[config.mk]
export PLATFORM = sky130hd
export DESIGN_NAME = blu_emit
export DESIGN_NICKNAME = d
export VERILOG_FILES = /design/src/rtl/core/blu_pkg.sv /design/src/rtl/core/blu_emit.sv
export SDC_FILE = /design/constraint.sdc
export NUM_CORES = 1
export LEC_CHECK = 0
export BUFFER_PORTS_ARGS = -buffer_cell sky130_fd_sc_hd__buf_2
export CORE_MARGIN = 2
export CORE_UTILIZATION = 59
export CTS_BUF_LIST = sky130_fd_sc_hd__clkbuf_16
export DETAILED_ROUTE_END_ITERATION = 10
export PLACE_DENSITY = 0.86
export SYNTH_ARGS = -nofsm -noshare
export SYNTH_HDL_FRONTEND = slang
export SYNTH_SLANG_ARGS = --single-unit
[constraint.sdc]
create_clock -name clk -period 7.86 [get_ports clk]
set_input_delay 0.786 -clock clk [delete_from_list [all_inputs] [get_ports clk]]
set_output_delay 0.786 -clock clk [all_outputs]
set_load 0.03 [all_outputs]
[src/rtl/core/blu_pkg.sv]
// ----------------------------------------------------------------------------
// blu_pkg
// Shared constants, block kind masks and the item type for the 2x upscaler.
// ----------------------------------------------------------------------------
`default_nettype none

package blu_pkg;

  localparam int MAX_WIDTH  = 1024;
  localparam int MAX_HEIGHT = 1024;

  localparam int PIX_W   = 8;
  localparam int CFG_W   = 11;
  localparam int COORD_W = 10;
  localparam int COL_W   = (MAX_WIDTH  > 1) ? $clog2(MAX_WIDTH)  : 1;
  localparam int ROW_W   = (MAX_HEIGHT > 1) ? $clog2(MAX_HEIGHT) : 1;

  // size after reset, clamped to the supported range, held as last index
  localparam int RESET_SIZE  = 512;
  localparam int W_RESET_LAST = ((RESET_SIZE > MAX_WIDTH)  ? MAX_WIDTH  : RESET_SIZE) - 1;
  localparam int H_RESET_LAST = ((RESET_SIZE > MAX_HEIGHT) ? MAX_HEIGHT : RESET_SIZE) - 1;

  // configuration register indexes
  localparam int CFG_IDX_W = 1;
  localparam logic [CFG_IDX_W-1:0] REG_WIDTH  = 1'b0;
  localparam logic [CFG_IDX_W-1:0] REG_HEIGHT = 1'b1;

  // block kinds, in emission order, as one-hot masks
  localparam int NKIND = 4;
  localparam logic [NKIND-1:0] KIND_INNER  = 4'b0001;
  localparam logic [NKIND-1:0] KIND_RIGHT  = 4'b0010;
  localparam logic [NKIND-1:0] KIND_BOTTOM = 4'b0100;
  localparam logic [NKIND-1:0] KIND_CORNER = 4'b1000;

  // result tdata: four pixels, row, col, zero padded to whole bytes
  localparam int OUT_BITS = 4 * PIX_W + 2 * COORD_W;
  localparam int OUT_W    = ((OUT_BITS + 7) / 8) * 8;
  localparam int IN_W     = ((PIX_W + 7) / 8) * 8;

  typedef struct packed {
    logic [NKIND-1:0] kinds;  // blocks this pixel completes
    logic [PIX_W-1:0] pix;
    logic [COL_W-1:0] col;
    logic [ROW_W-1:0] row;
  } blu_item_t;

endpackage

`default_nettype wire

[src/rtl/core/blu_emit.sv]
// ----------------------------------------------------------------------------
// blu_emit
// Walks the blocks of one item, forms the averages, output register.
// ----------------------------------------------------------------------------
`default_nettype none

module blu_emit (
  input  wire logic                      clk,
  input  wire logic                      rst_n,
  input  wire logic                      item_valid,
  input  wire blu_pkg::blu_item_t        item,
  input  wire logic [blu_pkg::PIX_W-1:0] up_pixel,
  output logic                           item_retire,
  output logic                           out_valid,
  input  wire logic                      out_ready,
  output logic      [blu_pkg::OUT_W-1:0] out_data,
  output logic                           out_last
);

  import blu_pkg::*;

  logic [NKIND-1:0] done_r, done_nxt;
  logic [PIX_W-1:0] left_r, upleft_r;
  logic             oval_r, oval_nxt;
  logic [OUT_W-1:0] odata_r;
  logic             olast_r;
  logic [NKIND-1:0] pend, sel;
  logic             slot_free, fire, last;
  logic [PIX_W-1:0] a, b, c, d;
  logic [ROW_W-1:0] brow;
  logic [COL_W-1:0] bcol;
  logic [PIX_W:0]   sum_ab, sum_ac;
  logic [PIX_W+1:0] sum4;
  logic [OUT_W-1:0] blk;

  assign pend      = item.kinds & ~done_r;
  assign sel       = pend & (~pend + NKIND'(1));
  assign slot_free = !oval_r || out_ready;
  assign fire      = item_valid && (pend != '0) && slot_free;
  assign last      = ((pend & ~sel) == '0);
  assign item_retire = item_valid && ((pend == '0) || (fire && last));

  always_comb begin
    a    = item.pix;
    b    = item.pix;
    c    = item.pix;
    d    = item.pix;
    brow = item.row;
    bcol = item.col;
    case (sel)
      KIND_INNER: begin
        a    = upleft_r;
        b    = up_pixel;
        c    = left_r;
        brow = item.row - ROW_W'(1);
        bcol = item.col - COL_W'(1);
      end
      KIND_RIGHT: begin
        a    = up_pixel;
        b    = up_pixel;
        brow = item.row - ROW_W'(1);
      end
      KIND_BOTTOM: begin
        a    = left_r;
        c    = left_r;
        bcol = item.col - COL_W'(1);
      end
      default: begin
      end
    endcase
  end

  assign sum_ab = {1'b0, a} + {1'b0, b};
  assign sum_ac = {1'b0, a} + {1'b0, c};
  assign sum4   = {2'b00, a} + {2'b00, b} + {2'b00, c} + {2'b00, d};

  assign blk = OUT_W'({COORD_W'(bcol), COORD_W'(brow), sum4[PIX_W+1:2],
                       sum_ac[PIX_W:1], sum_ab[PIX_W:1], a});

  always_comb begin
    done_nxt = done_r;
    if (item_retire) begin
      done_nxt = '0;
    end else if (fire) begin
      done_nxt = done_r | sel;
    end
  end

  always_comb begin
    oval_nxt = oval_r;
    if (fire) begin
      oval_nxt = 1'b1;
    end else if (out_ready) begin
      oval_nxt = 1'b0;
    end
  end

  always_ff @(posedge clk) begin
    if (!rst_n) begin
      done_r   <= '0;
      oval_r   <= 1'b0;
      left_r   <= '0;
      upleft_r <= '0;
    end else begin
      done_r <= done_nxt;
      oval_r <= oval_nxt;
      if (item_retire) begin
        left_r   <= item.pix;
        upleft_r <= up_pixel;
      end
    end
  end

  always_ff @(posedge clk) begin
    if (fire) begin
      odata_r <= blk;
      olast_r <= last;
    end
  end

  assign out_valid = oval_r;
  assign out_data  = odata_r;
  assign out_last  = olast_r;

endmodule

`default_nettype wire

# Yosys cells after proc, flatten, opt, wreduce, memory -nomap -nowiden
# Index checks and enable logic that the tools add are counted.
# Widths: inputs -> output; s select.
# word_totals
ff_bits	74
latchBits	0
ramBits	0
mem_bits_ro	0
input_bits	44
out_inout_bits	59
word_cells	46
mem_count	0
# classes
n_addsub	8
n_mul	0
n_div	0
n_lt_le_gt_ge	0
n_eq_ne	3
shift	0
muxes	7
bitwise_logic	8
reduce_logical	14
# ops
cell	n
$add 8x8->9	3
$pmux 8 s3	1
$mux 10	2
$sub 10x1->10 const B	2
$mux 8	2
$and 4x4->4	3
$not 4->4	3
$add 10x8->10	1
$add 9x8->10	1
$logic_not 4->1	2
$reduce_or 2->1	3
$add 4x1->4 const B	1
$eq 4x1->1 const B	1
$eq 4x2->1 const B	1
$eq 4x3->1 const B	1
$logic_and 1x1->1	4
$or 4x4->4	1
$reduce_bool 4->1	1
$logic_or 1x1->1	2
$mux 1	2
$reduce_bool 2->1	1
$logic_not 1->1	1
$not 1->1	1

# Longest topological paths before layout
# depth
ltp_word	12
mapped_depth	20
ltp_nobuf	18

# Worst setup path before layout
# OpenSTA, ideal clock, no wires.
# synth_timing
kind	input to register
from	input port item[28] (netlist bit)
to	register odata_r[29] (netlist: out_data[29]), data pin
setup_time_ps	258
arrival_time_ps	4258
required_time_ps	7602
setup_slack_ps	3344
stages	16
path_buffers	2
path_cell_list	or2b_4 -> buf_4 -> nand2_1 -> buf_2 -> mux2i_1 -> inv_1 -> fa_1 -> fa_1 -> nand3b_1 -> fa_1 -> nor2b_1 -> o21ai_0 -> a21boi_0 -> o21a_1 -> nor2_1 -> xnor2_1
# synth_via
elab_cells_between_ends	15
classes_between	add/sub: 4; eq/ne: 3; mux: 3; bitwise: 3; reduce/logical: 2
# synth_rtl
item	line	text
from (decl)	blu_emit.sv:11	input wire blu_pkg::blu_item_t item,
$and 4x4->4 *	blu_emit.sv:36	assign pend = item.kinds & ~done_r;
$not 4->4	blu_emit.sv:37	assign sel = pend & (~pend + NKIND'(1));
$add 4x1->4	blu_emit.sv:37	
$and 4x4->4 *	blu_emit.sv:37	
$eq 4x3->1, or another cell as far along	blu_emit.sv:50	case (sel)
$pmux 8 s3 *	blu_emit.sv:50	
net a[1]	blu_emit.sv:29	logic [PIX_W-1:0] a, b, c, d;
$add 8x8->9 *	blu_emit.sv:75	assign sum4 = {2'b00, a} + {2'b00, b} + {2'b00, c} + {2'b00, d};
$add 9x8->10 *	blu_emit.sv:75	
$add 10x8->10 *	blu_emit.sv:75	
net sum4[7]	blu_emit.sv:33	logic [PIX_W+1:0] sum4;
to (signal assigned)	blu_emit.sv:116	odata_r <= blk;
to (decl)	blu_emit.sv:25	logic [OUT_W-1:0] odata_r;
# The timed path passes the listed nets; every way through them passes the cells marked *.
# A chain may end at the register's enable or synchronous reset.

# Final worst setup path
# layout_timing
from	input port item[29] (netlist bit)
to	register odata_r[29] (netlist: out_data[29]), data pin
# layout_via
elab_chain_cells	10
elab_cells_between_ends	15
classes_between	add/sub: 4; eq/ne: 3; mux: 3; bitwise: 3; reduce/logical: 2
# layout_rtl
item	line
$and 4x4->4 *	blu_emit.sv:36
$not 4->4	blu_emit.sv:37
$add 4x1->4	blu_emit.sv:37
$and 4x4->4 *	blu_emit.sv:37
$eq 4x1->1 or $eq 4x2->1 (tied branches)	blu_emit.sv:50
$reduce_or 2->1 (no source line)	n/a
$mux 8	blu_emit.sv:50
$add 8x8->9	blu_emit.sv:75
$add 9x8->10 *	blu_emit.sv:75
$add 10x8->10 *	blu_emit.sv:75
net sum4[7]	blu_emit.sv:33
# Marked as above.

==> impl_metrics.ini <==
[yosys]
synth.yosys.warnings = 0
ys_types = 57
syn_inst = 459
synth_top_family_by_area = simple AND/OR/NAND/NOR gates
synthFlopType = edfxtp_1
ys_top_cells_by_area = edfxtp_1 (34%), dfxtp_1 (8.9%), fa_1 (7.2%)
synth_edf_count = 53
async_flop_share_pct = 0
yosysTopAreaCellShare_pct = 33.7
yosys-top-cells-count = nand2_1 (58), inv_1 (54), edfxtp_1 (53), xnor2_1 (25), mux2i_1 (24)
yosys.area_share.xor_xnor_pct = 6.86
synth_most_common_cell = nand2_1
yosys.area.top_type = edfxtp_1
syn-cell-area_mm2 = 0.00473
yosys.area_share.simple_pct = 15.0
synth_area_per_cell_um2 = 10.3
ys_ff_latch = 74
ys_seq_area_share_pct = 42.6
synthAdderAreaFrac_pct = 14.0
synthMuxAreaShare_pct = 5.08
synth_compound_area_share_pct = 10.0

[critical_path]
worstPathArrival_ns = 5.03
path_cells = buf_2 > nand2b_2 > a21oi_1 > mux2i_1 > inv_1 > fa_1 > fa_1 > nand3b_1 > fa_1 > nor2b_1 > o21ai_0 > a21boi_0 > o21a_1 > nor2_1 > xnor2_1
cpMostUsedCell = fa_1
critical_path_class = in -> reg
slowest_delay_ns = 0.94
setup.worst_path.end_class = register
path_delay_family = compound AO/OA/AOI/OAI gates
crit_required_ns = 7.94
cpMaxStageDelayCell = a21oi_1
critPathBufInv = 2
cp_max_fo = 15
startpoint_type = input pin

[grt]
grt_max_degree = 38
grt_pass1_wl_um = 16900
grt_overflow = 0
grt_pass1_vias = 3645
grtUsageTotal_pct = 25.2
antenna_found_initial = 0

[clock_tree]
cts_resized = 0
clockRootBuffer = clkbuf_16
cts_setup_buffers = 0
cts_buffers = 9
cts_tree = done
clk_pin_slew_worst_paths_ns = 0.06
cts_hold_buf = 0
worst_skew_pair.late_latency_ns = 0.34
htree_levels = 3
cts_max_path_buffers = 2
cts_num_sinks = 74

[timing]
hold_ws_ns = 0.499
rsz0062_at_grt = false
tns_ns = 0
tightest_slew_ns = 1.13
fmax_mhz = 202
fin_crit_ns = 4.95
finalHoldViolations = 0
maxSlewViolCount = 0
slew-limit-headroom_pct = 24.6
setup_viol = 0
fin_ws_ns = 2.91
finalCritPeriodShare_pct = 63.0
fin_skew_ns = 0.00885

[die]
row_count = 32
dieArea_mm2 = 0.00874
die_height_um = 93.5
io_pins = 103
initial_utilization_pct = 61.2
die_w_um = 93.5
coreArea_mm2 = 0.00773

[placement]
portBuffers = 98
postPlaceCellArea_mm2 = 0.00527
gp_congestion = 0.882
place_ws_ns = 2.68
dp_hpwl_um = 7580

[detailed_routing]
drt_iter0_drc = 230
drtPass1Iterations = 5
final_antenna_net_count = 0
drc = 0
vias = 3628
routed_wl_um = 10300
vias_per_cell = 5.46
wl_per_cell_um = 15.5

[job]
cap_violations = 0

[pwr]
power.density_mw_per_mm2 = 278
total_power_uw = 1550
p_leak_uw = 0.00261
irDropWorstVdd_v = 0.000140

[final_layout]
layout.nets = 641
design_area_mm2 = 0.00559
diodes = 0
layout-drive-gt1-share_pct = 24.0
syn2layout_area_growth_pct = 18.3

[run_status]
outcome = completed

[worst_hold_path]
holdCritPathClass = reg -> reg
report_power, final:
part	switching (uW)	internal, uW
Combinational	374	216
Sequential	15.9	507
Clock	162	278
Total	553	1000
kinds of logic (layout without fill, tap and decap cells):
group,count (synthesis),count (layout)
buf+inv,69,169
other cells,1,4
compound gates,69,69
flops,74,74
xor+xnor,37,37
fa+ha+maj,43,43
mux,24,24
simple gates,142,142
tightest hold or removal path: stages, from the launching register on:
cell and delay (ns):
dfxtp_1 0.34, a31oi_1 0.05, nor2_1 0.08
sequential cells by signal, summed over array words and instances (netlist names):
name       count
out_data      52
left_r         8
upleft_r       8
done_r         4
out_last       1
out_valid      1
cell usage in the layout (no fill, tap or decap), types with 17 or more instances in the layout:
master	Yosys	final
dfxtp_1	21	21
nor2_1	20	19
a21oi_1	19	19
fa_1	17	17
xnor2_1	25	25
mux2i_1	24	24
buf_2	2	98
ha_1	23	23
nand2_1	58	58
nor2b_1	20	20
inv_1	54	55
edfxtp_1	53	53
path summary, 6_finish.rpt:
check	from	endpoint	slack (ns)	cells past startpoint
worst max register to register	done_r[1]	out_data[29]	3.03	14
worst max-delay path	item[29]	out_data[29]	2.91	15
worst min register to register	done_r[1]	done_r[1]	0.50	2
worst min-delay path	done_r[1]	done_r[1]	0.50	2
per-layer routing:
| layer | global-route usage (%) | part of all wire (%) |
|---|---|---|
| met5 | 0 | 0 |
| met4 | 10.2 | 2.0 |
| met3 | 4.19 | 6.5 |
| met2 | 43.9 | 50 |
| met1 | 31.1 | 41 |
stage by stage:
stage | cells | utilization (%)
after floorplan | 462 | -
after global placement | 648 | 68.2
after detailed placement | 648 | 68.2
after CTS | 664 | 72.3
after global routing | 664 | 72.3
final | 664 | 72.3
area by class of cell:
class	instances	area, um2
multi-input combinational	319	2430
fill	556	2140
sequential	74	2010
timing repair buffer	99	498
clock buffer	9	225
inverter	54	203
tap	102	128
clock inverter	7	93.8
Note: power is estimated with default switching activity, not from simulation.
